===== config.mk =====
export PLATFORM = sky130hd
export DESIGN_NAME = rocket_flight_phase_detector_top
export DESIGN_NICKNAME = d
export VERILOG_FILES = /design/src/rtl/rfpd_pkg.sv /design/src/rtl/rocket_flight_phase_detector_top.sv
export VERILOG_INCLUDE_DIRS = /design/src /design/src/rtl
export SDC_FILE = /design/constraint.sdc
export NUM_CORES = 2
export LEC_CHECK = 0
export ABC_AREA = 1
export BUFFER_PORTS_ARGS = -buffer_cell sky130_fd_sc_hd__buf_2
export CAP_MARGIN = 10
export CORE_MARGIN = 3
export CORE_UTILIZATION = 45
export CTS_BUF_LIST = sky130_fd_sc_hd__clkbuf_8
export CTS_CLUSTER_SIZE = 40
export DETAILED_ROUTE_END_ITERATION = 10
export SLEW_MARGIN = 0
export SYNTH_ARGS = -nofsm -noshare
export SYNTH_HDL_FRONTEND = slang
export SYNTH_SLANG_ARGS = --single-unit

===== constraint.sdc =====
create_clock -name clk -period 6.95 [get_ports clk]
set_input_delay 0.3475 -clock clk [delete_from_list [all_inputs] [get_ports clk]]
set_output_delay 0.3475 -clock clk [all_outputs]
set_load 0.02 [all_outputs]

===== src/rtl/assert_macros.svh =====
// assertion macros used by the rtl top level
// needs a clock named clk and an active high reset named rst in the using module
`ifndef ASSERT_MACROS_SVH
`define ASSERT_MACROS_SVH
`ifndef SYNTHESIS
`define ASSERT_ALWAYS(label, expr, msg) \
  label: assert property (@(posedge clk) disable iff (rst) (expr)) else $error(msg);
`define ASSERT_NEXT(label, ante, cons, msg) \
  label: assert property (@(posedge clk) disable iff (rst) (ante) |=> (cons)) else $error(msg);
`else
`define ASSERT_ALWAYS(label, expr, msg)
`define ASSERT_NEXT(label, ante, cons, msg)
`endif
`endif


===== src/rtl/rfpd_pkg.sv =====
// types and constants for the rocket flight phase detector
// no dependencies
`timescale 1ns / 1ps
package rfpd_pkg;

  localparam int BURNOUT_WINDOW = 20;
  localparam int APOGEE_RUN     = 20;

  localparam int PTR_W = $clog2(BURNOUT_WINDOW);
  localparam int CNT_W = $clog2(BURNOUT_WINDOW + 1);
  localparam int SUM_W = 16 + CNT_W;
  localparam int RUN_W = 6;
  localparam logic [RUN_W-1:0] RUN_MAX = '1;

  localparam logic signed [24:0] LANDING_HEIGHT_CM = 25'sd5000;

  localparam int ROOT_STEPS = 16;

  // configuration register indexes
  localparam logic [2:0] REG_GROUND_ALT   = 3'd0;
  localparam logic [2:0] REG_LIFTOFF_ACC  = 3'd1;
  localparam logic [2:0] REG_LIFTOFF_HGT  = 3'd2;
  localparam logic [2:0] REG_BURNOUT_ACC  = 3'd3;
  localparam logic [2:0] REG_BURNOUT_TIME = 3'd4;
  localparam logic [2:0] REG_COAST_HGT    = 3'd5;
  localparam logic [2:0] REG_LANDING_ACC  = 3'd6;
  localparam logic [2:0] REG_LANDING_TIME = 3'd7;

  typedef enum logic [2:0] {
    PH_IDLE    = 3'd0,
    PH_ARMED   = 3'd1,
    PH_POWERED = 3'd2,
    PH_COAST   = 3'd3,
    PH_APOGEE  = 3'd4,
    PH_DESCENT = 3'd5,
    PH_LANDED  = 3'd6
  } phase_t;

  typedef enum logic [2:0] {
    S_IDLE = 3'd0,
    S_MX   = 3'd1,
    S_MY   = 3'd2,
    S_MZ   = 3'd3,
    S_MB   = 3'd4,
    S_ROOT = 3'd5,
    S_DONE = 3'd6
  } seq_t;

endpackage


===== src/rtl/rocket_flight_phase_detector_top.sv =====
// rocket flight phase detector, top level
// uses rfpd_pkg and assert_macros.svh
`timescale 1ns / 1ps
// usage
// - s_axis carries one control tick per word: three signed accelerations,
//   barometric altitude and microsecond time
// - m_axis returns one word per tick: phase, phase changed flag, control
//   active flag and the acceleration magnitude
// - cfg_we/cfg_addr/cfg_data write the eight threshold registers; the user must
//   write them only while the block has no tick in flight, the block itself
//   does not enforce it
// - a new tick is taken only once the last one has left the sequencer;
//   s_axis_tready is high only while the sequencer sits idle
// - the three squares and the burnout product take four passes through the one
//   shared 16x16 multiplier, then the 16 step digit-by-digit square root follows
// - a finished word waits in the output register; the next tick can be taken
//   meanwhile, and its result waits in the last sequencer step while the
//   receiver stalls
// - reset (synchronous, active high) puts the phase in armed, empties the
//   magnitude window and the descent run, clears the stillness timer and
//   loads the default thresholds; the ring and the prior altitude are not
//   cleared, they are only read once written
`include "assert_macros.svh"

module rocket_flight_phase_detector_top import rfpd_pkg::*; (
  input  logic         clk,
  input  logic         rst,
  // accel_x[15:0], accel_y[31:16], accel_z[47:32], altitude[71:48], time_us[103:72]
  input  logic [103:0] s_axis_tdata,
  input  logic         s_axis_tvalid,
  output logic         s_axis_tready,
  // phase[2:0], phase_changed[3], control_active[4], accel_magnitude[20:5], zero pad
  output logic [23:0]  m_axis_tdata,
  output logic         m_axis_tvalid,
  input  logic         m_axis_tready,
  input  logic         cfg_we,
  input  logic [2:0]   cfg_addr,
  input  logic [31:0]  cfg_data
);

  // configuration registers
  logic signed [23:0] ground_altitude;
  logic [15:0] liftoff_accel;
  logic [22:0] liftoff_height;
  logic [15:0] burnout_accel;
  logic [31:0] burnout_min_time;
  logic [22:0] coast_exit_height;
  logic [15:0] landing_accel;
  logic [31:0] landing_hold_time;

  // sequencer
  seq_t state, state_next;

  // captured tick
  logic signed [15:0] ax, ay, az;
  logic signed [23:0] alt_in;
  logic [31:0] time_in;

  // shared multiplier and square root datapath
  logic [15:0] mul_a, mul_b;
  logic [31:0] prod;
  logic [31:0] acc;
  logic [17:0] rem;
  logic [15:0] root;
  logic [3:0]  iter;
  logic [17:0] rem_sh, trial;

  // flight state
  phase_t phase_reg;
  logic [31:0] liftoff_stamp;
  logic [15:0] magnitude_ring [BURNOUT_WINDOW];
  logic [PTR_W-1:0] ring_pointer;
  logic [SUM_W-1:0] window_sum;
  logic [CNT_W-1:0] sample_count;
  logic signed [23:0] prior_altitude;
  logic [RUN_W-1:0] descent_run;
  logic [31:0] still_since;
  logic still_valid;

  // output register
  logic [2:0]  out_phase;
  logic        out_changed, out_ctl;
  logic [15:0] out_mag;
  logic        out_valid;

  logic accept, finish, ring_full, had_prior;
  logic [CNT_W-1:0] count_new;
  logic [SUM_W-1:0] sum_new;
  logic [RUN_W-1:0] run_new;
  logic signed [24:0] height;
  phase_t phase_new;
  logic still_valid_new;
  logic [31:0] still_since_new, stamp_new;

  function automatic logic [15:0] abs16(input logic signed [15:0] v);
    abs16 = v[15] ? 16'(~v + 16'd1) : v;
  endfunction

  assign s_axis_tready = (state == S_IDLE);
  assign accept = s_axis_tvalid && s_axis_tready;
  assign finish = (state == S_DONE) && (!out_valid || m_axis_tready);

  assign m_axis_tvalid = out_valid;
  assign m_axis_tdata  = {3'b000, out_mag, out_ctl, out_changed, out_phase};

  // configuration writes
  always_ff @(posedge clk) begin
    if (rst) begin
      ground_altitude   <= '0;
      liftoff_accel     <= 16'd2560;
      liftoff_height    <= 23'd1000;
      burnout_accel     <= 16'd640;
      burnout_min_time  <= 32'd3000000;
      coast_exit_height <= 23'd5000;
      landing_accel     <= 16'd256;
      landing_hold_time <= 32'd3000000;
    end else if (cfg_we) begin
      case (cfg_addr)
        REG_GROUND_ALT:   ground_altitude   <= cfg_data[23:0];
        REG_LIFTOFF_ACC:  liftoff_accel     <= cfg_data[15:0];
        REG_LIFTOFF_HGT:  liftoff_height    <= cfg_data[22:0];
        REG_BURNOUT_ACC:  burnout_accel     <= cfg_data[15:0];
        REG_BURNOUT_TIME: burnout_min_time  <= cfg_data;
        REG_COAST_HGT:    coast_exit_height <= cfg_data[22:0];
        REG_LANDING_ACC:  landing_accel     <= cfg_data[15:0];
        REG_LANDING_TIME: landing_hold_time <= cfg_data;
        default: ;
      endcase
    end
  end

  // sequencer state register
  always_ff @(posedge clk) begin
    if (rst) state <= S_IDLE;
    else     state <= state_next;
  end

  // next state and multiplier operand select
  always_comb begin
    state_next = state;
    mul_a = abs16(ax);
    mul_b = abs16(ax);
    case (state)
      S_IDLE: if (accept) state_next = S_MX;
      S_MX:   state_next = S_MY;
      S_MY: begin
        mul_a = abs16(ay);
        mul_b = abs16(ay);
        state_next = S_MZ;
      end
      S_MZ: begin
        mul_a = abs16(az);
        mul_b = abs16(az);
        state_next = S_MB;
      end
      S_MB: begin
        // burnout threshold times the count after this tick
        mul_a = burnout_accel;
        mul_b = 16'(count_new);
        state_next = S_ROOT;
      end
      S_ROOT: if (iter == 4'(ROOT_STEPS - 1)) state_next = S_DONE;
      S_DONE: if (finish) state_next = S_IDLE;
      default: state_next = S_IDLE;
    endcase
  end

  // one square root digit per cycle
  assign rem_sh = {rem[15:0], acc[31:30]};
  assign trial  = {root, 2'b01};

  // datapath: capture, multiply-accumulate, square root
  always_ff @(posedge clk) begin
    if (accept) begin
      ax      <= s_axis_tdata[15:0];
      ay      <= s_axis_tdata[31:16];
      az      <= s_axis_tdata[47:32];
      alt_in  <= s_axis_tdata[71:48];
      time_in <= s_axis_tdata[103:72];
    end
    // the burnout product is held through the root steps for the final compare
    if ((state != S_ROOT) && (state != S_DONE)) prod <= 32'(mul_a) * 32'(mul_b);
    case (state)
      S_MY: acc <= prod;
      S_MZ: acc <= acc + prod;
      S_MB: begin
        acc  <= acc + prod;
        rem  <= '0;
        root <= '0;
        iter <= '0;
      end
      S_ROOT: begin
        if (rem_sh >= trial) begin
          rem  <= rem_sh - trial;
          root <= {root[14:0], 1'b1};
        end else begin
          rem  <= rem_sh;
          root <= {root[14:0], 1'b0};
        end
        acc  <= {acc[29:0], 2'b00};
        iter <= iter + 4'd1;
      end
      default: ;
    endcase
  end

  // per tick update, all from the finished magnitude in root
  assign ring_full = (sample_count == CNT_W'(BURNOUT_WINDOW));
  assign had_prior = (sample_count != '0);
  assign count_new = ring_full ? sample_count : sample_count + CNT_W'(1);
  // window_sum already had the leaving entry taken out in the first multiply step
  assign sum_new   = window_sum + SUM_W'(root);
  assign height    = 25'(alt_in) - 25'(ground_altitude);

  always_comb begin
    if (had_prior && (alt_in < prior_altitude))
      run_new = (descent_run == RUN_MAX) ? descent_run : descent_run + RUN_W'(1);
    else
      run_new = '0;
  end

  always_comb begin
    phase_new       = phase_reg;
    stamp_new       = liftoff_stamp;
    still_valid_new = still_valid;
    still_since_new = still_since;
    case (phase_reg)
      PH_ARMED: begin
        if ((root > liftoff_accel) || (height > $signed({2'b00, liftoff_height}))) begin
          phase_new = PH_POWERED;
          stamp_new = time_in;
        end
      end
      PH_POWERED: begin
        if ((32'(sum_new) < prod) && ((time_in - liftoff_stamp) > burnout_min_time))
          phase_new = PH_COAST;
      end
      PH_COAST: begin
        if (height > $signed({2'b00, coast_exit_height})) phase_new = PH_APOGEE;
      end
      PH_APOGEE: begin
        if (({1'b0, run_new} + 7'd1) >= 7'(APOGEE_RUN)) phase_new = PH_DESCENT;
      end
      PH_DESCENT: begin
        if ((height < LANDING_HEIGHT_CM) && (root < landing_accel)) begin
          if (!still_valid) begin
            still_valid_new = 1'b1;
            still_since_new = time_in;
          end else if ((time_in - still_since) > landing_hold_time) begin
            phase_new = PH_LANDED;
          end
        end else begin
          still_valid_new = 1'b0;
        end
      end
      default: ;
    endcase
  end

  // flight state registers
  always_ff @(posedge clk) begin
    if (rst) begin
      phase_reg     <= PH_ARMED;
      liftoff_stamp <= '0;
      ring_pointer  <= '0;
      window_sum    <= '0;
      sample_count  <= '0;
      descent_run   <= '0;
      still_since   <= '0;
      still_valid   <= 1'b0;
    end else if (state == S_MX) begin
      if (ring_full) window_sum <= window_sum - SUM_W'(magnitude_ring[ring_pointer]);
    end else if (finish) begin
      phase_reg     <= phase_new;
      liftoff_stamp <= stamp_new;
      window_sum    <= sum_new;
      sample_count  <= count_new;
      ring_pointer  <= (ring_pointer == PTR_W'(BURNOUT_WINDOW - 1)) ? '0
                                                                    : ring_pointer + PTR_W'(1);
      descent_run   <= run_new;
      still_since   <= still_since_new;
      still_valid   <= still_valid_new;
    end
  end

  // ring and prior altitude need no reset, they are read only once written
  always_ff @(posedge clk) begin
    if (finish) begin
      magnitude_ring[ring_pointer] <= root;
      prior_altitude               <= alt_in;
    end
  end

  // output register
  always_ff @(posedge clk) begin
    if (rst) begin
      out_valid <= 1'b0;
    end else if (finish) begin
      out_valid <= 1'b1;
    end else if (m_axis_tready) begin
      out_valid <= 1'b0;
    end
  end

  always_ff @(posedge clk) begin
    if (finish) begin
      out_phase   <= phase_new;
      out_changed <= (phase_new != phase_reg);
      out_ctl     <= (phase_new == PH_COAST) || (phase_new == PH_APOGEE);
      out_mag     <= root;
    end
  end

  `ASSERT_NEXT(a_accept_starts, accept, state == S_MX, "accepted word did not start the sequence")
  `ASSERT_ALWAYS(a_count_range, sample_count <= CNT_W'(BURNOUT_WINDOW), "sample count over window")
  `ASSERT_ALWAYS(a_ptr_range, ring_pointer < PTR_W'(BURNOUT_WINDOW), "ring pointer out of range")
  `ASSERT_ALWAYS(a_ctl_flag,
                 !out_valid || (out_ctl == ((out_phase == PH_COAST) || (out_phase == PH_APOGEE))),
                 "control flag disagrees with phase")
  `ASSERT_ALWAYS(a_never_idle, phase_reg != PH_IDLE, "phase fell back to idle")

endmodule


# After elaboration in Yosys (flattened, before gate mapping)
# Memory sizes are Yosys's and may differ from the RTL's. A register that Yosys moved wholly into a read port is not among the register bits.
# Index checks and enable logic that the tools add are counted.
[op_classes]
n_mul = 1
bitwise_logic = 5
order_cmp = 11
n_eq_ne = 31
add_sub_neg = 15
n_mux = 37
reduce_logical = 32
[op_table]
columns = ["cell", "count"]
rows = [
  ["$pmux W16 S3", 2],
  ["$pmux W32 S3", 1],
  ["$gt A32 B32 Y1", 2],
  ["$mux W16", 4],
  ["$pmux W16 S2", 2],
  ["$sub A32 B32 Y32", 2],
  ["$mux W21", 3],
  ["$gt A25 B24 Y1", 2],
  ["$add A16 B1 Y16 const B", 3],
  ["$not A16 Y16", 3],
  ["$add A32 B32 Y32", 1],
  ["$lt A21 B32 Y1", 1],
  ["$mul A16 B16 Y32", 1],
  ["$eq A3 B3 Y1 const B", 10],
  ["$mux W3", 10],
  ["$lt A25 B14 Y1 const B", 1],
  ["$sub A24 B24 Y25", 1],
  ["$lt A24 B24 Y1", 1],
  ["$add A21 B16 Y21", 1],
  ["$eq A3 B2 Y1 const B", 7],
  ["$pmux W3 S7", 1],
  ["$sub A21 B16 Y21", 1],
  ["$mux W5", 4],
  ["$reduce_and A2 Y1", 10],
  ["33 further kinds", 58],
]
[totals]
word_cells = 166
memories = 1
mem_bits_rw = 320
out_inout_bits = 26
register_bits = 540
input_bits = 144
[mem_list]
columns = ["name", "depth", "word_bits", "read_ports", "rd_ports_with_merged_regs", "wr", "line", "text"]
rows = [
  ["magnitude_ring", 20, 16, 1, 1, 1, "rocket_flight_phase_detector_top.sv:71", "logic [15:0] magnitude_ring [BURNOUT_WINDOW];"],
]

# Depth between registers and ports, before layout
[logic_depth]
ltp_word = 9
ltp_mapped = 42
ltp_nobuf = 41

# Worst setup path before layout
# Ideal clock, no wire load.
[synth_path]
kind = "reg-to-reg"
start = "register ay[0]"
end = "register prod[29] (data pin)"
path_stages_with_launch = 40
n_path_buf = 0
synth_period_minus_slack_ns = 7.241
required_time_ns = 6.688
setup_time_ns = 0.262
slack_ns = -0.291
arrival_ns = 6.979
cell_sequence = "edfxtp_1 inv_1 ha_1 inv_1 nor3_2 nand3_1 nor3_2 nand2_1 nor2_1 xor2_1 nand2_1 o211ai_1 o211ai_1 nand2_2 inv_2 a21oi_2 nor2_1 fa_1 [4 not listed] fa_1 fa_1 inv_1 fa_1 inv_1 ha_1 nand2_1 nor4_1 a21oi_1 o21ai_0 nand2_1 nand2_1 nand2_1 nand2_1 nand2_1 nand2_1 a21oi_1 xor2_1"
[synth_via]
elab_chain_cells = 5
word_cells_on_any_way = 6
classes_between = "1 x add/sub; 1 x mul; 3 x mux; 1 x bitwise"
[synth_rtl]
columns = ["element", "line", "text"]
rows = [
  ["start, declared", "rocket_flight_phase_detector_top.sv:55", "logic signed [15:0] ax, ay, az;"],
  ["start signal, assigned", "rocket_flight_phase_detector_top.sv:176", "ay <= s_axis_tdata[31:16];"],
  ["$not A16 Y16", "rocket_flight_phase_detector_top.sv:96", "abs16 = v[15] ? 16'(~v + 16'd1) : v;"],
  ["$add A16 B1 Y16", "rocket_flight_phase_detector_top.sv:96", ""],
  ["$mux W16 *", "rocket_flight_phase_detector_top.sv:96", ""],
  ["$pmux W16 S3", "rocket_flight_phase_detector_top.sv:143", "case (state)"],
  ["$mul A16 B16 Y32 *", "rocket_flight_phase_detector_top.sv:182", "if ((state != S_ROOT) && (state != S_DONE)) prod <= 32'(mul_a) * 32'(mul_b);"],
  ["end signal, assigned", "rocket_flight_phase_detector_top.sv:182", ""],
  ["end, declared", "rocket_flight_phase_detector_top.sv:61", "logic [31:0] prod;"],
]
# Mark *: on every way between the ends. The rest lies on a longest branch, timed or not.
# A chain may end at the register's enable or synchronous reset.

# Worst setup path in the final report
[layout_path]
start = "register az[0]"
end = "register prod[23] (data pin)"
[layout_via]
elab_chain_cells = 5
word_cells_on_any_way = 6
classes_between = "1 x add/sub; 1 x mul; 3 x mux; 1 x bitwise"
[layout_rtl]
columns = ["element", "line", "text"]
rows = [
  ["start, declared", "rocket_flight_phase_detector_top.sv:55", ""],
  ["start signal, assigned", "rocket_flight_phase_detector_top.sv:177", "az <= s_axis_tdata[47:32];"],
  ["$not A16 Y16", "rocket_flight_phase_detector_top.sv:96", ""],
  ["$add A16 B1 Y16", "rocket_flight_phase_detector_top.sv:96", ""],
  ["$mux W16 *", "rocket_flight_phase_detector_top.sv:96", ""],
  ["$pmux W16 S3", "rocket_flight_phase_detector_top.sv:143", ""],
  ["$mul A16 B16 Y32 *", "rocket_flight_phase_detector_top.sv:182", ""],
]
# Marked as above.

==> impl_metrics.csv <==
group,metric,value,unit
floorplan,ios,170,
critical_path,critPathTopFamily,"adder cells",
finish,fillers,11105,
synthesis,yosys.area_share.simple,0.138,
sta,finClkSkew,62.8,ps
floorplan,fp.coreArea,0.120,mm²
synthesis,yosys.area_share.xor_xnor,0.0252,
sta,timing.final.crit_share,1.05,
routing,drt-pass1-iter-count,6,
critical_path,critical_path_peak_fanout,5,
routing,drt_iter0_markers,2914,
sta,finalMaxSlewViolations,0,
routing,drcViolationCount,0,
hold_path,holdCritPathClass,"primary input to register",
finish,drive_gt1_frac,0.141,
synthesis,synth_ff_type,"edfxtp_1",
synthesis,async_flop_share,0,
sta,setup_slack,-357,ps
critical_path,end_kind,"register",
synthesis,synth-compound-area-share,0.153,
run,max_cap_violations,0,
finish,regMostFlops,"magnitude_ring",
sta,tightest_slew,1100,ps
floorplan,rows,127,
outcome,outcome,"finished with violations",
global_routing,grt_overflow,0,
global_routing,grt_pass1_wl,243000,µm
placement,globalplace.congestion,0.940,
clock_network,root_buffer,"clkbuf_8",
sta,finalHoldViolations,0,
floorplan,die_area,0.126,mm²
floorplan,die_h,355,µm
sta,setup_viol,14,
outcome,violations,"negative setup slack",
placement,pre_cts_slack,-618,ps
synthesis,synth_edf_count,569,
sta,max_freq,137,MHz
critical_path,crit_buf_inv,10,
finish,syn_to_final_growth,18.6,%
clock_network,htreeDepth,4,
synthesis,muxShareOfSynthArea,0.000206,
global_routing,antenna_found_initial,6,
sta,fin_setup_tns,-3100,ps
finish,largest_reg_flops,320,
global_routing,grt_max_degree,124,
critical_path,start_kind,"register",
critical_path,rr_startpoint,"az[0]",
finish,fin_nets,7643,
clock_network,cts_num_sinks,865,
placement,numPortBuffers,166,
placement,dp_hpwl,114000,µm
sta,rsz0062_at_grt,"true",
synthesis,ys_seq_area_frac,0.421,
synthesis,synth_top_family_by_area,"adder cells",
synthesis,yosysWarningCount,0,
synthesis,syn_inst,6191,
critical_path,cpMostUsedCell,"fa_1",
routing,totalWireLength,157000,µm
critical_path,startpoint,"az[0]",
critical_path,cp_slowest_stage_delay,550,ps
clock_network,cts_tree,"yes",
floorplan,initial_core_util,0.454,
synthesis,netlist_area,0.0547,mm²
critical_path,slowest_stage,"fa_1",
critical_path,critical_path_class,"register to register",
global_routing,grt_usage,0.246,
synthesis,synth_adder_area_share,0.180,
critical_path,critPathRequiredTime,7550,ps
sta,period_minus_slack,7310,ps
routing,vias,44824,
synthesis,ys_seq_elements,865,
routing,drt-wirelength-per-cell,18.3,µm
clock_network,clk_pin_slew_worst_paths,60,ps
critical_path,critPathArrivalTime,7910,ps
routing,postRouteAntennaNets,0,
sta,maxSlewHeadroom,0.264,
clock_network,clk_latency,890,ps
synthesis,avgSynthCellArea,8.83,µm²
floorplan,die_x,355,µm
global_routing,grt_pass1_vias,43633,
synthesis,ys_types,68,
hold_path,hp-start,"rst",
routing,vias_per_cell,5.23,
clock_network,cts_made_buffers,155,
clock_network,clk_path_buf_depth,3,
## kinds of logic (layout without fill, tap and decap cells)
family                   count (synthesis)  count (layout)
XOR/XNOR                               157             157
buffers and inverters                 1178            1928
multiplexers                             1               1
AND/OR/NAND/NOR                       1831            1831
AO/OA/AOI/OAI                         1491            1491
adder cells (fa/ha/maj)                666             666
other                                    2              17
flip-flops                             865             865
## layout by cell type (no fill, tap or decap), drive strengths merged, types with 44 or more instances in the layout
| cell type | Yosys | routed |
|---|---|---|
| o211ai | 65 | 65 |
| dfxtp | 296 | 296 |
| dlygate4sd3 | 0 | 141 |
| xor2 | 113 | 113 |
| o21ai | 583 | 583 |
| inv | 975 | 1034 |
| edfxtp | 569 | 569 |
| clkbuf | 157 | 162 |
| nor3 | 54 | 54 |
| ha | 466 | 466 |
| xnor2 | 44 | 44 |
| nand3 | 169 | 169 |
| nand2 | 922 | 922 |
| nand4 | 48 | 48 |
| o22ai | 52 | 52 |
| nor2 | 593 | 593 |
| fa | 200 | 200 |
| clkinv | 7 | 56 |
| buf | 39 | 527 |
| a21oi | 585 | 585 |
## what timing repair did
action | CTS | global route
pin swaps | 90 | 40
endpoints found under the setup margin | 18 | 21
resized for setup | 147 | 59
hold endpoints to repair | 285 | 0
hold buffers | 141 | 0
setup buffers | 34 | 15
## final cells by class
type	instances	area, µm²	area share
well taps	1612	2020	0.0311
clock inverters	116	722	0.0111
diodes	2	5.00	0.0000772
flip-flops and latches	865	23000	0.355
multi-input cells	4161	28000	0.433
inverters	982	3700	0.0571
clock buffers	162	2230	0.0344
repair buffers	668	5090	0.0786
## cell usage after synthesis (all sizes together) (2+ instances only)
cell type,number,area share
buf,39,0.0045
o31ai,3,0.00041
clkbuf,157,0.011
clkinv,7,0.00048
a221oi,4,0.00064
a21o,22,0.0030
nand4,48,0.0055
nor3,54,0.0060
a21boi,16,0.0022
a211oi,19,0.0026
nor2,593,0.041
o311ai,14,0.0022
xnor2,44,0.0070
edfxtp,569,0.31
a22oi,23,0.0032
a32o,15,0.0027
o2111ai,3,0.00048
conb,2,0.00014
o22ai,52,0.0060
o21bai,17,0.0023
o211ai,65,0.0089
or2,9,0.0010
nor4,16,0.0018
a31o,2,0.00032
inv,975,0.067
a21oi,585,0.055
dfxtp,296,0.11
xor2,113,0.018
nand3b,14,0.0019
o21a,15,0.0021
nor3b,2,0.00027
o21ai,583,0.054
fa,200,0.073
o41ai,3,0.00062
o221ai,23,0.0037
nand3,169,0.016
nand2,922,0.064
a31oi,22,0.0025
ha,466,0.11
## path summary, 6_finish.rpt
kind,cells after the start,endpoint,slack [ps]
worst min register to register,2,still_since[4],460
worst max register to register,36,prod[23],-360
worst max-delay path,36,prod[23],-360
worst min-delay path,2,descent_run[4],110
## through the flow
step	area [µm²]	utilization	std cells	hold WS (ps)
after floorplan	54900	-	6204	426
after global placement	59300	0.493	8100	441
after detailed placement	59300	0.493	8100	449
after CTS	64500	0.536	8551	17.5
after global routing	64800	0.539	8568	82.6
final	64800	0.539	8568	113
## layer usage
layer,vias up,GRT usage,share of wire
met4,2,0.0928,0.034
met1,21242,0.325,0.44
met2,1119,0.404,0.47
met5,-,0,0.000077
met3,290,0.0436,0.057
li1,22171,-,-
Power is not shown: default switching activity piles up to over one toggle a cycle in this logic, so the estimate is an artifact.
